<file path="src/design/gfau_pkg.sv">
// ----------------------------------------------------------------------------
// gfau_pkg
// Shared widths, operation codes, payload and control types and the field
// helper functions of the GF(2^m) arithmetic unit.
// ----------------------------------------------------------------------------
package gfau_pkg;

  localparam int unsigned FIELD_BITS = 8;
  localparam int unsigned EXP_BITS   = 16;
  localparam int unsigned MOD_W      = FIELD_BITS + 1;
  localparam int unsigned DEG_W      = $clog2(FIELD_BITS + 1);
  localparam int unsigned CNT_W      = $clog2(EXP_BITS + 1);

  localparam logic [MOD_W-1:0] MODULUS_RESET = MOD_W'(9'h11B);

  localparam logic [1:0] OP_ADD = 2'd0;
  localparam logic [1:0] OP_MUL = 2'd1;
  localparam logic [1:0] OP_POW = 2'd2;
  localparam logic [1:0] OP_INV = 2'd3;

  typedef struct packed {
    logic [1:0]            req_type;
    logic [FIELD_BITS-1:0] operand_a;
    logic [FIELD_BITS-1:0] operand_b;
    logic [EXP_BITS-1:0]   exponent;
  } req_t;

  typedef struct packed {
    logic [FIELD_BITS-1:0] result;
    logic                  zero_inverse_error;
  } rsp_t;

  typedef struct packed {
    logic load;
    logic pow_step;
    logic inv_step;
    logic finish;
    logic finish_inv;
  } dp_cmd_t;

  typedef struct packed {
    logic inv_done;
  } dp_sts_t;

  // carry-less product reduced by a monic modulus
  function automatic logic [FIELD_BITS-1:0] gf_mul(input logic [FIELD_BITS-1:0] a,
                                                   input logic [FIELD_BITS-1:0] b,
                                                   input logic [MOD_W-1:0]      m);
    logic [2*FIELD_BITS-1:0] p;
    p = '0;
    for (int i = 0; i < FIELD_BITS; i++) begin
      if (a[i]) begin
        p = p ^ ({{FIELD_BITS{1'b0}}, b} << i);
      end
    end
    for (int i = 2 * FIELD_BITS - 2; i >= FIELD_BITS; i--) begin
      if (p[i]) begin
        p = p ^ ({{(FIELD_BITS-1){1'b0}}, m} << (i - FIELD_BITS));
      end
    end
    return p[FIELD_BITS-1:0];
  endfunction

  // position of the leading one, zero for zero
  function automatic logic [DEG_W-1:0] poly_deg(input logic [MOD_W-1:0] p);
    logic [DEG_W-1:0] d;
    d = '0;
    for (int i = 0; i < MOD_W; i++) begin
      if (p[i]) begin
        d = DEG_W'(i);
      end
    end
    return d;
  endfunction

endpackage

</file>
<file path="src/design/gfau_dp.sv">
// ----------------------------------------------------------------------------
// gfau_dp
// Datapath: modulus register, square-and-multiply registers, Euclid
// remainder and coefficient registers, and the result register.
// ----------------------------------------------------------------------------
module gfau_dp import gfau_pkg::*; (
  input  logic            clk_i,
  input  logic            rst_ni,
  input  logic            cfg_we_i,
  input  logic [MOD_W-1:0] cfg_wdata_i,
  input  req_t            req_i,
  input  dp_cmd_t         cmd_i,
  output dp_sts_t         sts_o,
  output rsp_t            rsp_o
);

  logic [MOD_W-1:0]      mod_q;
  logic [MOD_W-1:0]      m_eff;
  logic [FIELD_BITS-1:0] res_q, res_d;
  logic [FIELD_BITS-1:0] base_q, base_d;
  logic [EXP_BITS-1:0]   exp_q, exp_d;
  logic [MOD_W-1:0]      rh_q, rh_d, rl_q, rl_d;
  logic [MOD_W-1:0]      th_q, th_d, tl_q, tl_d;
  logic                  azero_q, azero_d;
  rsp_t                  out_q, out_d;
  logic [DEG_W-1:0]      deg_h, deg_l, sh;
  logic                  do_reduce;
  logic [MOD_W-1:0]      inv_full;

  assign m_eff = {1'b1, mod_q[FIELD_BITS-1:0]};

  always_ff @(posedge clk_i or negedge rst_ni) begin
    if (!rst_ni) begin
      mod_q <= MODULUS_RESET;
    end else if (cfg_we_i) begin
      mod_q <= cfg_wdata_i;
    end
  end

  always_comb begin
    deg_h     = poly_deg(rh_q);
    deg_l     = poly_deg(rl_q);
    sh        = deg_h - deg_l;
    do_reduce = (rh_q != '0) && (deg_h >= deg_l);
    inv_full  = th_q[FIELD_BITS] ? (th_q ^ m_eff) : th_q;

    res_d   = res_q;
    base_d  = base_q;
    exp_d   = exp_q;
    rh_d    = rh_q;
    rl_d    = rl_q;
    th_d    = th_q;
    tl_d    = tl_q;
    azero_d = azero_q;
    out_d   = out_q;

    if (cmd_i.load) begin
      unique case (req_i.req_type)
        OP_ADD:  res_d = req_i.operand_a ^ req_i.operand_b;
        OP_MUL:  res_d = gf_mul(req_i.operand_a, req_i.operand_b, m_eff);
        default: res_d = FIELD_BITS'(1);
      endcase
      base_d  = req_i.operand_a;
      exp_d   = req_i.exponent;
      rh_d    = m_eff;
      rl_d    = {1'b0, req_i.operand_a};
      th_d    = '0;
      tl_d    = MOD_W'(1);
      azero_d = (req_i.operand_a == '0);
    end

    if (cmd_i.pow_step) begin
      if (exp_q[0]) begin
        res_d = gf_mul(res_q, base_q, m_eff);
      end
      base_d = gf_mul(base_q, base_q, m_eff);
      exp_d  = exp_q >> 1;
    end

    if (cmd_i.inv_step) begin
      if (do_reduce) begin
        rh_d = rh_q ^ (rl_q << sh);
        th_d = th_q ^ (tl_q << sh);
      end else begin
        rh_d = rl_q;
        rl_d = rh_q;
        th_d = tl_q;
        tl_d = th_q;
      end
    end

    if (cmd_i.finish) begin
      if (cmd_i.finish_inv) begin
        out_d.result             = inv_full[FIELD_BITS-1:0];
        out_d.zero_inverse_error = azero_q;
      end else begin
        out_d.result             = res_q;
        out_d.zero_inverse_error = 1'b0;
      end
    end
  end

  always_ff @(posedge clk_i) begin
    res_q   <= res_d;
    base_q  <= base_d;
    exp_q   <= exp_d;
    rh_q    <= rh_d;
    rl_q    <= rl_d;
    th_q    <= th_d;
    tl_q    <= tl_d;
    azero_q <= azero_d;
    out_q   <= out_d;
  end

  assign sts_o.inv_done = (rl_q == '0);
  assign rsp_o          = out_q;

endmodule

</file>
<file path="src/design/gfau_ctrl.sv">
// ----------------------------------------------------------------------------
// gfau_ctrl
// Controller: request handshake, operation sequencing, exponent bit
// counter and the response valid flag.
// ----------------------------------------------------------------------------
module gfau_ctrl import gfau_pkg::*; (
  input  logic       clk_i,
  input  logic       rst_ni,
  input  logic       req_valid_i,
  output logic       req_stall_o,
  input  logic [1:0] req_type_i,
  output logic       rsp_valid_o,
  input  logic       rsp_stall_i,
  output dp_cmd_t    cmd_o,
  input  dp_sts_t    sts_i
);

  typedef enum logic [1:0] {
    ST_IDLE,
    ST_POW,
    ST_INV,
    ST_FIN
  } state_e;

  state_e           state_q;
  logic [CNT_W-1:0] cnt_q;
  logic             inv_q;
  logic             out_valid_q;
  logic             accept;
  logic             slot_free;

  always_comb begin
    req_stall_o      = (state_q != ST_IDLE);
    accept           = req_valid_i && !req_stall_o;
    slot_free        = !out_valid_q || !rsp_stall_i;
    cmd_o.load       = accept;
    cmd_o.pow_step   = (state_q == ST_POW);
    cmd_o.inv_step   = (state_q == ST_INV) && !sts_i.inv_done;
    cmd_o.finish     = (state_q == ST_FIN) && slot_free;
    cmd_o.finish_inv = inv_q;
  end

  always_ff @(posedge clk_i or negedge rst_ni) begin
    if (!rst_ni) begin
      state_q     <= ST_IDLE;
      cnt_q       <= '0;
      inv_q       <= 1'b0;
      out_valid_q <= 1'b0;
    end else begin
      out_valid_q <= cmd_o.finish || (out_valid_q && rsp_stall_i);
      unique case (state_q)
        ST_IDLE: begin
          if (accept) begin
            cnt_q <= '0;
            inv_q <= (req_type_i == OP_INV);
            priority if (req_type_i == OP_POW) begin
              state_q <= ST_POW;
            end else if (req_type_i == OP_INV) begin
              state_q <= ST_INV;
            end else begin
              state_q <= ST_FIN;
            end
          end
        end
        ST_POW: begin
          cnt_q <= cnt_q + CNT_W'(1);
          if (cnt_q == CNT_W'(EXP_BITS - 1)) begin
            state_q <= ST_FIN;
          end
        end
        ST_INV: begin
          if (sts_i.inv_done) begin
            state_q <= ST_FIN;
          end
        end
        ST_FIN: begin
          if (slot_free) begin
            state_q <= ST_IDLE;
          end
        end
        default: state_q <= ST_IDLE;
      endcase
    end
  end

  assign rsp_valid_o = out_valid_q;

  a_no_overwrite: assert property (@(posedge clk_i) disable iff (!rst_ni)
    cmd_o.finish |-> !(out_valid_q && rsp_stall_i))
    else $error("pending response overwritten");

  a_cmd_onehot: assert property (@(posedge clk_i) disable iff (!rst_ni)
    $onehot0({cmd_o.load, cmd_o.pow_step, cmd_o.inv_step, cmd_o.finish}))
    else $error("more than one datapath command");

  a_busy_after_accept: assert property (@(posedge clk_i) disable iff (!rst_ni)
    accept |=> state_q != ST_IDLE)
    else $error("request accepted without leaving idle");

  a_cnt_range: assert property (@(posedge clk_i) disable iff (!rst_ni)
    state_q == ST_POW |-> cnt_q < CNT_W'(EXP_BITS))
    else $error("exponent counter overrun");

endmodule

</file>
<file path="src/design/gf2m_field_arithmetic_unit.sv">
// ----------------------------------------------------------------------------
// gf2m_field_arithmetic_unit
// GF(2^8) add, multiply, power and extended Euclid inverse over a
// configurable reduction polynomial.
//
//   channel   dir   handshake               payload
//   request   in    req_valid_i/req_stall_o req_i (req_t)
//   response  out   rsp_valid_o/rsp_stall_i rsp_o (rsp_t)
//   config    in    cfg_we_i                cfg_wdata_i (modulus)
//
// add and multiply: the result goes to the result register on accept, then to the response register
// power: one exponent bit per cycle through two combinational
//   field multipliers
// inverse: one quotient bit or one swap per cycle in the Euclid
//   loop
// a new request is taken while the last response waits; a stalled
//   response holds the unit in its final state until the register frees
// reset sets the modulus to 0x11B and empties the unit
// ----------------------------------------------------------------------------
module gf2m_field_arithmetic_unit import gfau_pkg::*; (
  input  logic             clk_i,
  input  logic             rst_ni,
  input  logic             cfg_we_i,
  input  logic [MOD_W-1:0] cfg_wdata_i,
  input  logic             req_valid_i,
  output logic             req_stall_o,
  input  req_t             req_i,
  output logic             rsp_valid_o,
  input  logic             rsp_stall_i,
  output rsp_t             rsp_o
);

  dp_cmd_t cmd;
  dp_sts_t sts;

  gfau_ctrl u_ctrl (
    .clk_i       (clk_i),
    .rst_ni      (rst_ni),
    .req_valid_i (req_valid_i),
    .req_stall_o (req_stall_o),
    .req_type_i  (req_i.req_type),
    .rsp_valid_o (rsp_valid_o),
    .rsp_stall_i (rsp_stall_i),
    .cmd_o       (cmd),
    .sts_i       (sts)
  );

  gfau_dp u_dp (
    .clk_i       (clk_i),
    .rst_ni      (rst_ni),
    .cfg_we_i    (cfg_we_i),
    .cfg_wdata_i (cfg_wdata_i),
    .req_i       (req_i),
    .cmd_i       (cmd),
    .sts_o       (sts),
    .rsp_o       (rsp_o)
  );

endmodule
</file>
<file path="config.mk">
export PLATFORM = sky130hd
export DESIGN_NAME = gf2m_field_arithmetic_unit
export DESIGN_NICKNAME = d
export VERILOG_FILES = /design/src/design/gfau_pkg.sv /design/src/design/gfau_dp.sv /design/src/design/gfau_ctrl.sv /design/src/design/gf2m_field_arithmetic_unit.sv
export SDC_FILE = /design/constraint.sdc
export NUM_CORES = 1
export LEC_CHECK = 0
export ABC_AREA = 1
export BUFFER_PORTS_ARGS = -buffer_cell sky130_fd_sc_hd__buf_4
export CORE_MARGIN = 10
export CORE_UTILIZATION = 45
export DETAILED_ROUTE_END_ITERATION = 12
export PLACE_DENSITY = 0.66
export SETUP_SLACK_MARGIN = 0.5
export SLEW_MARGIN = 20
export SYNTH_ARGS = -nofsm -noshare
export SYNTH_HDL_FRONTEND = slang
export SYNTH_SLANG_ARGS = --single-unit
</file>
<file path="constraint.sdc">
create_clock -name clk_i -period 4.81 [get_ports clk_i]
set_input_delay 0.2405 -clock clk_i [delete_from_list [all_inputs] [get_ports clk_i]]
set_output_delay 0.2405 -clock clk_i [all_outputs]
set_load 0.05 [all_outputs]
</file>
### After elaboration in Yosys (flattened, before gate mapping)

Cells that the tools add are included.

| word-level totals | value |
|---|---|
| bits in registers | 95 |
| input port bits | 48 |
| output and inout bits | 11 |
| word-level logic and storage cells | 263 |

| operators by class | value |
|---|---|
| add/sub/neg operators | 2 |
| $lt $le $gt $ge | 1 |
| equal/unequal tests | 11 |
| shift operators | 2 |
| mux-type cells | 162 |
| bitwise logic cells | 46 |
| reductions and logical operators | 23 |

Operator list:

| cell | count |
|---|---|
| 15-bit two-way mux | 63 |
| 9-bit two-way mux | 21 |
| 14-bit two-way mux | 8 |
| 13-bit two-way mux | 8 |
| 12-bit two-way mux | 8 |
| 8-bit two-way mux | 12 |
| 11-bit two-way mux | 8 |
| 10-bit two-way mux | 8 |
| 4-bit two-way mux | 13 |
| 15-bit by 10-bit XOR with 15-bit output | 3 |
| 15-bit by 11-bit XOR with 15-bit output | 3 |
| 15-bit by 12-bit XOR with 15-bit output | 3 |
| 15-bit by 13-bit XOR with 15-bit output | 3 |
| 15-bit by 14-bit XOR with 15-bit output | 3 |
| 15-bit XOR | 3 |
| 15-bit by 9-bit XOR with 15-bit output | 3 |
| 9-bit XOR | 5 |
| 14-bit XOR | 3 |
| 8-bit XOR | 5 |
| 13-bit XOR | 3 |
| 12-bit XOR | 3 |
| 11-bit XOR | 3 |
| 10-bit XOR | 3 |
| 9-bit by 4-bit left shift with 9-bit output | 2 |
| 23 further kinds | 50 |

### Logic depth before layout (Yosys ltp)

Gate-level depths: netlist (run 1).

| logic depth | value |
|---|---|
| depth in word-level cells | 62 |
| gate-level depth with buffers | 31 |

### Modules after synthesis

From an unflattened synthesis (run 1), not the netlist that was laid out.

| unflattened totals | value |
|---|---|
| cell total of the unflattened synthesis | 1726 |
| area total of the unflattened synthesis | 10550.1 um^2 |

Modules (own cells, without submodules):

| module | times used | cells each | area each (um^2) | sequential area each (um^2) |
|---|---|---|---|---|
| gfau_dp | 1 | 1647 | 9970.8 | 2277.2 |
| gfau_ctrl | 1 | 79 | 579.3 | 225.2 |

### Worst setup path after synthesis (run 1)

No wires, ideal clock.

| path | value |
|---|---|
| kind | register -> register |
| from | reg u_dp.rh_q[2] |
| to | reg u_dp.th_q[8] (data pin) |
| library setup time | 0.255 ns |
| arrival | 2.781 ns |
| data required time | 4.555 ns |
| slack | 1.774 ns |
| stages on the path, launching flop included | 16 |
| buffers on the path | 2 |
| period minus slack after synthesis | 3.036 ns |
| path through | edfxtp_1 o21ai_0 a21oi_1 o21ai_0 nand2_1 ha_1 fa_1 clkbuf_1 inv_1 clkbuf_1 nor2_1 nand2_1 o21ai_0 xor2_1 o21ai_0 inv_1 |

| on the way | value |
|---|---|
| cells in the longest elaborated chain, start to end | 12 |
| elaborated cells on any way between the ends | 15 |
| those cells by class | 1 x add/sub; 1 x order compare; 1 x shift; 9 x mux; 1 x bitwise; 2 x reduce/logical |

RTL lines:

| item | line | RTL |
|---|---|---|
| from (decl) | gfau_dp.sv:22 | `logic [MOD_W-1:0] rh_q, rh_d, rl_q, rl_d;` |
| from (signal assigned) | gfau_dp.sv:107 | `rh_q <= rh_d;` |
| 2-bit two-way mux | gfau_pkg.sv:69 | `if (p[i]) begin` |
| 4-bit two-way mux (6 in a row) | gfau_pkg.sv:69 |  |
| 4-bit subtractor | gfau_dp.sv:43 | `sh = deg_h - deg_l;` |
| 9-bit by 4-bit left shift with 9-bit output | gfau_dp.sv:83 | `th_d = th_q ^ (tl_q << sh);` |
| 9-bit XOR | gfau_dp.sv:83 |  |
| 9-bit two-way mux * | gfau_dp.sv:81 | `if (do_reduce) begin` |
| 9-bit two-way mux * | gfau_dp.sv:80 | `if (cmd_i.inv_step) begin` |
| to (signal assigned) | gfau_dp.sv:109 | `th_q <= th_d;` |
| to (decl) | gfau_dp.sv:23 | `logic [MOD_W-1:0] th_q, th_d, tl_q, tl_d;` |

Every way passes the cells marked *; elsewhere a longest branch is shown, timed or not.
A chain may end at the register's enable or synchronous reset.

### Worst setup path in the final report (run 1)

| path | value |
|---|---|
| from | reg u_dp.rh_q[1] |
| to | reg u_dp.tl_q[3] |

| on the way | value |
|---|---|
| cells in the longest elaborated chain, start to end | 12 |
| elaborated cells on any way between the ends | 13 |
| those cells by class | 1 x order compare; 10 x mux; 2 x reduce/logical |

RTL lines:

| item | line | RTL |
|---|---|---|
| 1-bit two-way mux | gfau_pkg.sv:69 |  |
| 2-bit two-way mux | gfau_pkg.sv:69 |  |
| 4-bit two-way mux (6 in a row) | gfau_pkg.sv:69 |  |
| 4-bit >= comparator | gfau_dp.sv:44 | `do_reduce = (rh_q != '0) && (deg_h >= deg_l);` |
| 1-bit logical AND * | gfau_dp.sv:44 |  |
| 9-bit two-way mux * | gfau_dp.sv:81 |  |
| 9-bit two-way mux * | gfau_dp.sv:80 |  |
| named net u_dp.tl_d[3] | gfau_dp.sv:23 |  |
| to (signal assigned) | gfau_dp.sv:110 | `tl_q <= tl_d;` |
| to (decl) | gfau_dp.sv:23 |  |

Mark *: on every way through the listed nets, which the timed path passes. The rest lies on a longest branch.

==> results of run 1 <==
[kinds of logic after synthesis]
logic type / share of synthesized area [%]
compound gates: 9.867
xor+xnor: 15.48
fa+ha+maj: 1.799
buf+inv: 10.54
flops: 24.64
simple gates: 37.67
[worst register-to-register path: cells and delay by family, from the launching register on]
family                     cells  cell delay, ns
and+or+nand+nor                4            0.94
AOI/OAI and AO/OA              6            0.91
buffers and inverters          5            0.90
adders and majority gates      2            0.66
DFF                            1            0.39
[through the flow]
step / util, % / hold WS (ns) / std cells / setup slack [ns] / area [um2]
after floorplan: - / -0.05509 / 1666 / 1.774 / 10160
after global placement: 48.53 / 0.1205 / 1935 / 0.8811 / 10690
after detailed placement: 48.53 / 0.1230 / 1935 / 0.8257 / 10690
after CTS: 50.07 / 0.06142 / 1952 / 0.9484 / 11030
after global routing: 50.09 / 0.06642 / 1952 / 0.5766 / 11030
final: 50.09 / 0.06493 / 1952 / 0.9491 / 11030
[cell type report]
cell class | count | share of cell area [%]
clock inverters | 7 | 0.9299
repair buffers | 77 | 5.262
well taps | 280 | 3.175
flip-flops and latches | 95 | 22.69
multi-input cells | 1302 | 59.71
inverters | 182 | 6.192
clock buffers | 9 | 2.041
[worst max-delay path by stage]
stage | start | endpoint | slack (ns) | depth (start not counted)
floorplan | u_dp.rh_q[2] | u_dp.th_q[8] | 1.77 | 15
global placement | req_i[31] | u_dp.res_q[0] | 0.88 | 23
detailed placement | req_i[31] | u_dp.res_q[0] | 0.83 | 23
CTS | u_dp.mod_q[7] | u_dp.base_q[1] | 0.95 | 16
global route | u_dp.rh_q[1] | u_dp.tl_q[1] | 0.58 | 17
finish | u_dp.rh_q[1] | u_dp.tl_q[3] | 0.95 | 17
[registers in the layout, indices dropped and copies added, names as in the netlist]
signal,cells
u_ctrl.cnt_q,5
u_dp.rsp_o,9
u_dp.base_q,8
u_dp.mod_q,8
u_dp.rh_q,9
u_dp.rl_q,9
u_dp.azero_q,1
u_ctrl.inv_q,1
u_dp.exp_q,16
u_dp.tl_q,9
u_dp.th_q,9
u_ctrl.state_q,2
u_ctrl.rsp_valid_o,1
u_dp.res_q,8
[what timing repair did]
action                                 4_1_cts  5_1_grt
endpoints found under the hold margin       17        0
hold buffers                                 1        0
resized for setup                            0        1
setup endpoints to repair                    0        6
[cell usage after synthesis, drive strengths merged]
cell | count | share of area, %
buf | 33 | 1.8
nand4 | 10 | 0.62
nor2 | 85 | 3.3
o21a | 1 | 0.074
o31ai | 1 | 0.074
nand2b | 1 | 0.062
dfstp | 4 | 1.0
clkbuf | 54 | 2.0
dfrtp | 13 | 3.2
o22ai | 3 | 0.18
inv | 179 | 6.6
nor3 | 4 | 0.20
nand2 | 655 | 25
o211ai | 13 | 0.96
o221ai | 3 | 0.26
nor4 | 1 | 0.062
o21ai | 124 | 6.1
nand3 | 148 | 7.3
fa | 1 | 0.20
or2 | 10 | 0.64
o21bai | 1 | 0.074
clkinv | 3 | 0.11
xnor2 | 73 | 6.4
nand3b | 9 | 0.67
a21oi | 38 | 1.9
a21boi | 1 | 0.074
dfxtp | 27 | 5.3
a31oi | 3 | 0.18
ha | 13 | 1.6
xor2 | 104 | 9.0
edfxtp | 51 | 15
[per-layer routing]
layer  routed length [um]  up-vias  GRT usage (%)
li1                     -     5223              -
met1                13360     4728          26.93
met3                 1854       33          2.753
met5                    0        -              0
met2                13140      286          33.40
met4                  464        0          5.568
[placed cells by master (no fill, tap or decap), types with 2 or more instances in the layout]
master and instances:
nand2_1 636, inv_1 175, nand3_1 147, o21ai_0 115, xor2_1 103, nor2_1 82
buf_4 76, xnor2_1 71, edfxtp_1 51, a21oi_1 37, dfxtp_1 27, nand2_2 16
o211ai_1 13, ha_1 13, dfrtp_1 12, nand4_1 10, nand3b_1 9, or2_2 9
o21ai_1 9, clkbuf_16 9, inv_2 4, nor3_1 4, dfstp_2 4, o221ai_1 3
a31oi_1 3, o22ai_1 3, clkinv_1 3, nand2_4 3, nor2_2 2, xnor2_2 2
clkinv_4 2, clkinv_8 2, inv_8 2
==> results.json, run 1 <==
{
  "worst_pin_slew_ns": 1.024,
  "r2r-start": "u_dp.rh_q[1]",
  "hpwl_um": 21000,
  "clock_skew_ns": 0.01100,
  "setup_violations": 0,
  "crit_chain": "inv_1, o21ai_0, a21oi_1, o21ai_0, nand2_1, ha_1, fa_1, or2_2, a31oi_1, o21a_1, buf_4, clkinv_1, buf_4, nand2_1, buf_4, nand3_1, o21ai_0",
  "worst_setup_path_end_kind": "register",
  "area_growth_pct": 8.623,
  "start_util_pct": 46.11,
  "cts_buffers": 9,
  "crit_type": "reg -> reg",
  "antenna_found_initial": 0,
  "io_pins": 59,
  "final_antenna_net_count": 0,
  "die_y_um": 170.2,
  "yosys.cell_types.count": 44,
  "rows": 54,
  "synth_seq_cells": 95,
  "timing.final.crit_period_ns": 3.861,
  "first_global_vias": 9729,
  "insertion_delay_ns": 0.37,
  "crit_arrival_ns": 4.15,
  "fmax_mhz": 259.0,
  "r2r_cells": 17,
  "reg2reg_to": "u_dp.tl_q[3]",
  "wl_um": 28820,
  "drive_gt1_share_pct": 8.254,
  "critPathTopFamily": "simple AND/OR/NAND/NOR gates",
  "cts_setup_buffers": 0,
  "avgSynthCellArea_um2": 6.097,
  "drc": 0,
  "crit_slowest_cell": "nand2_1",
  "crit_buf_inv": 5,
  "diodes": 0,
  "core_um2": 22030,
  "hold_viol": 0,
  "clock_sinks": 95,
  "crit_fanout": 27,
  "overflow": 0,
  "min-delay-start": "req_i[15]",
  "htree_levels": 3,
  "yosysWarnings": 0,
  "syn_inst": 1666,
  "critical-path-max-stage-delay_ns": 0.46,
  "period_share_pct": 80.27,
  "rrSetupSlack_ns": 0.95,
  "clk_pin_slew_worst_paths_ns": 0.08,
  "dieArea_um2": 28980,
  "holdPathEnd": "u_dp.exp_q[15]",
  "die_w_um": 170.2,
  "multi_input_area_um2": 6588,
  "cts_buffer_depth": 2,
  "fin_nets": 1729,
  "cp-start-kind": "register",
  "slew_headroom_pct": 31.59,
  "num_vias": 10270,
  "ys_seq_area_share_pct": 24.64,
  "gp_congestion": 0.8899,
  "rsz0062_at_grt": "no",
  "tns_ns": 0,
  "grt_max_degree": 43,
  "viasPerCell": 5.261,
  "min-delay-path-class": "in -> reg",
  "outcome": "completed",
  "maxSlewViolCount": 0,
  "seq_area_um2": 2504,
  "track_usage_pct": 20.19,
  "clockRootBuffer": "clkbuf_16",
  "syn-cell-area_um2": 10160,
  "synth.net_count": 1728,
  "portBuffers": 57,
  "dr.pass1.iters": 5,
  "first_iter_violations": 766,
  "grt_pass1_wl_um": 48010,
  "maxCapViolCount": 0,
  "required_ns": 5.10,
  "fillers": 2264,
  "tritoncts": "yes",
  "wire_per_inst_um": 14.76,
  "hold_path_depth": 3
}
Power of run 1 is left out: the tool's default activity adds up to more than one toggle a clock period on the data nets, which glitch-free logic cannot reach.
==> run 2, diff against run 1 <==
- clock period: 4.81 -> 3.6 ns (I/O delays scaled with it)
==> run 2 against run 1 <==
Compared with the run above:
- global-route usage rose by 0.52 points
- via count up 4.4%
- sequential share of layout area shrank 2.1 points
- critical endpoint is now u_dp.base_q[6]
- largest cell class unchanged
- highest routed layer unchanged
==> results.json, run 2 (synthesis results as in run 1) <==
{
  "drive_gt1_share_pct": 16.88,
  "dieArea_um2": 28980,
  "num_vias": 10730,
  "first_global_vias": 9622,
  "regMostFlops": "u_dp.exp_q",
  "wl_um": 31280,
  "worst_setup_path_end_kind": "register",
  "period_share_pct": 85.92,
  "clock_sinks": 95,
  "htree_levels": 3,
  "maxSlewViolCount": 0,
  "clock_skew_ns": 0.01220,
  "area_growth_pct": 20.15,
  "cts_buffers": 9,
  "fmax_mhz": 323.3,
  "hpwl_um": 22280,
  "gp_congestion": 0.9141,
  "viasPerCell": 5.261,
  "grt_max_degree": 36,
  "largest_register_ff_count": 16,
  "first_iter_violations": 742,
  "die_y_um": 170.2,
  "crit_fanout": 5,
  "dp_slack_ns": 0.06618,
  "final_antenna_net_count": 0,
  "tns_ns": 0,
  "dr.pass1.iters": 5,
  "setup_violations": 0,
  "worst_pin_slew_ns": 1.009,
  "die_w_um": 170.2,
  "start_util_pct": 46.11,
  "min-delay-start": "req_i[15]",
  "required_ns": 3.71,
  "portBuffers": 57,
  "io_pins": 59,
  "fin_nets": 1816,
  "diodes": 0,
  "clockRootBuffer": "clkbuf_16",
  "tritoncts": "yes",
  "critPathLaunch": "u_dp.base_q[7]",
  "insertion_delay_ns": 0.36,
  "r2r-start": "u_dp.base_q[7]",
  "maxCapViolCount": 0,
  "antenna_found_initial": 0,
  "crit_type": "reg -> reg",
  "crit_arrival_ns": 3.21,
  "clk_pin_slew_worst_paths_ns": 0.08,
  "slew_headroom_pct": 32.58,
  "hold_viol": 0,
  "drc": 0,
  "final_cell_mix": "618 x nand2_1, 172 x inv_1, 148 x buf_4, 134 x nand3_1, 98 x xor2_1",
  "final_common_cell": "nand2_1",
  "cp-start-kind": "register",
  "rsz0062_at_grt": "yes",
  "outcome": "completed",
  "cts_buffer_depth": 2,
  "min-delay-path-class": "in -> reg",
  "wire_per_inst_um": 15.34,
  "timing.final.crit_period_ns": 3.093,
  "grt_pass1_wl_um": 48730,
  "track_usage_pct": 20.71,
  "core_um2": 22030,
  "layout_setup_ws_ns": 0.5069,
  "overflow": 0,
  "rows": 54
}
run 2: cell types whose count changed in the layout (fill, tap and decap cells not counted), sizes merged:
| cell | change |
|---|---|
| inv | -1 |
| nand2 | +2 |
| bufinv | -1 |
| buf | +85 |
| clkinv | +1 |
| clkinvlp | +1 |
run 2: final cells by class:
class / instances / area (um2)
clock buffers: 9 / 225.2
clock inverters: 7 / 86.33
fillers: 2157 / 9822
inverters: 182 / 691.9
multi-input cells: 1304 / 7043
flip-flops and latches: 95 / 2510
well taps: 280 / 350.3
repair buffers: 162 / 1297
run 2: path summary, 6_finish.rpt:
kind / to / slack (ns) / depth (start not counted)
max: u_dp.base_q[6] / 0.51 / 15
min: u_dp.exp_q[15] / 0.005 / 3
max reg2reg: u_dp.base_q[6] / 0.51 / 15
min reg2reg: u_dp.exp_q[15] / 0.48 / 2
max in group asynchronous: u_dp.mod_q[0] / 3.12 / 2
min in group asynchronous: u_dp.mod_q[2] / 0.22 / 2
run 2: worst max-delay path: stages (launching register included):
cell and delay, ns:
edfxtp_1 0.42, buf_6 0.16, buf_6 0.13, nand2_4 0.06
xor2_1 0.16, xor2_1 0.37, xor2_4 0.16, xor2_4 0.22
buf_4 0.15, buf_4 0.12, buf_4 0.13, nor2_2 0.10
xor2_1 0.20, xor2_1 0.21, xor2_1 0.18, o21ai_1 0.08
run 2: stage by stage:
stage,util (%),hold slack [ns],area (um2),instances
floorplan,-,-0.1156,10160,1666
global placement,49.48,0.05924,10900,1961
detailed placement,49.49,0.06393,10900,1961
CTS,51.70,0.001606,11390,1988
global route,55.41,0.01763,12200,2039
finish,55.41,0.005382,12200,2039
run 2: routing by layer:
metal | global-route usage, % | wire length (um) | vias up
met5 | 0 | 0 | -
met4 | 4.844 | 492 | 0
met3 | 3.933 | 2079 | 37
met2 | 33.45 | 14540 | 327
met1 | 27.94 | 14160 | 4951
li1 | - | - | 5412
run 2: timing repair:
action                                  in CTS  in global routing
cloned                                       0                  2
setup buffers                               10                 49
endpoints found under the setup margin      45                 49
hold endpoints to repair                    17                  0
pin swaps                                    4                 53
gates resized for setup                     21                115
hold buffers                                 1                  0
Power of run 2 is left out for the same reason.
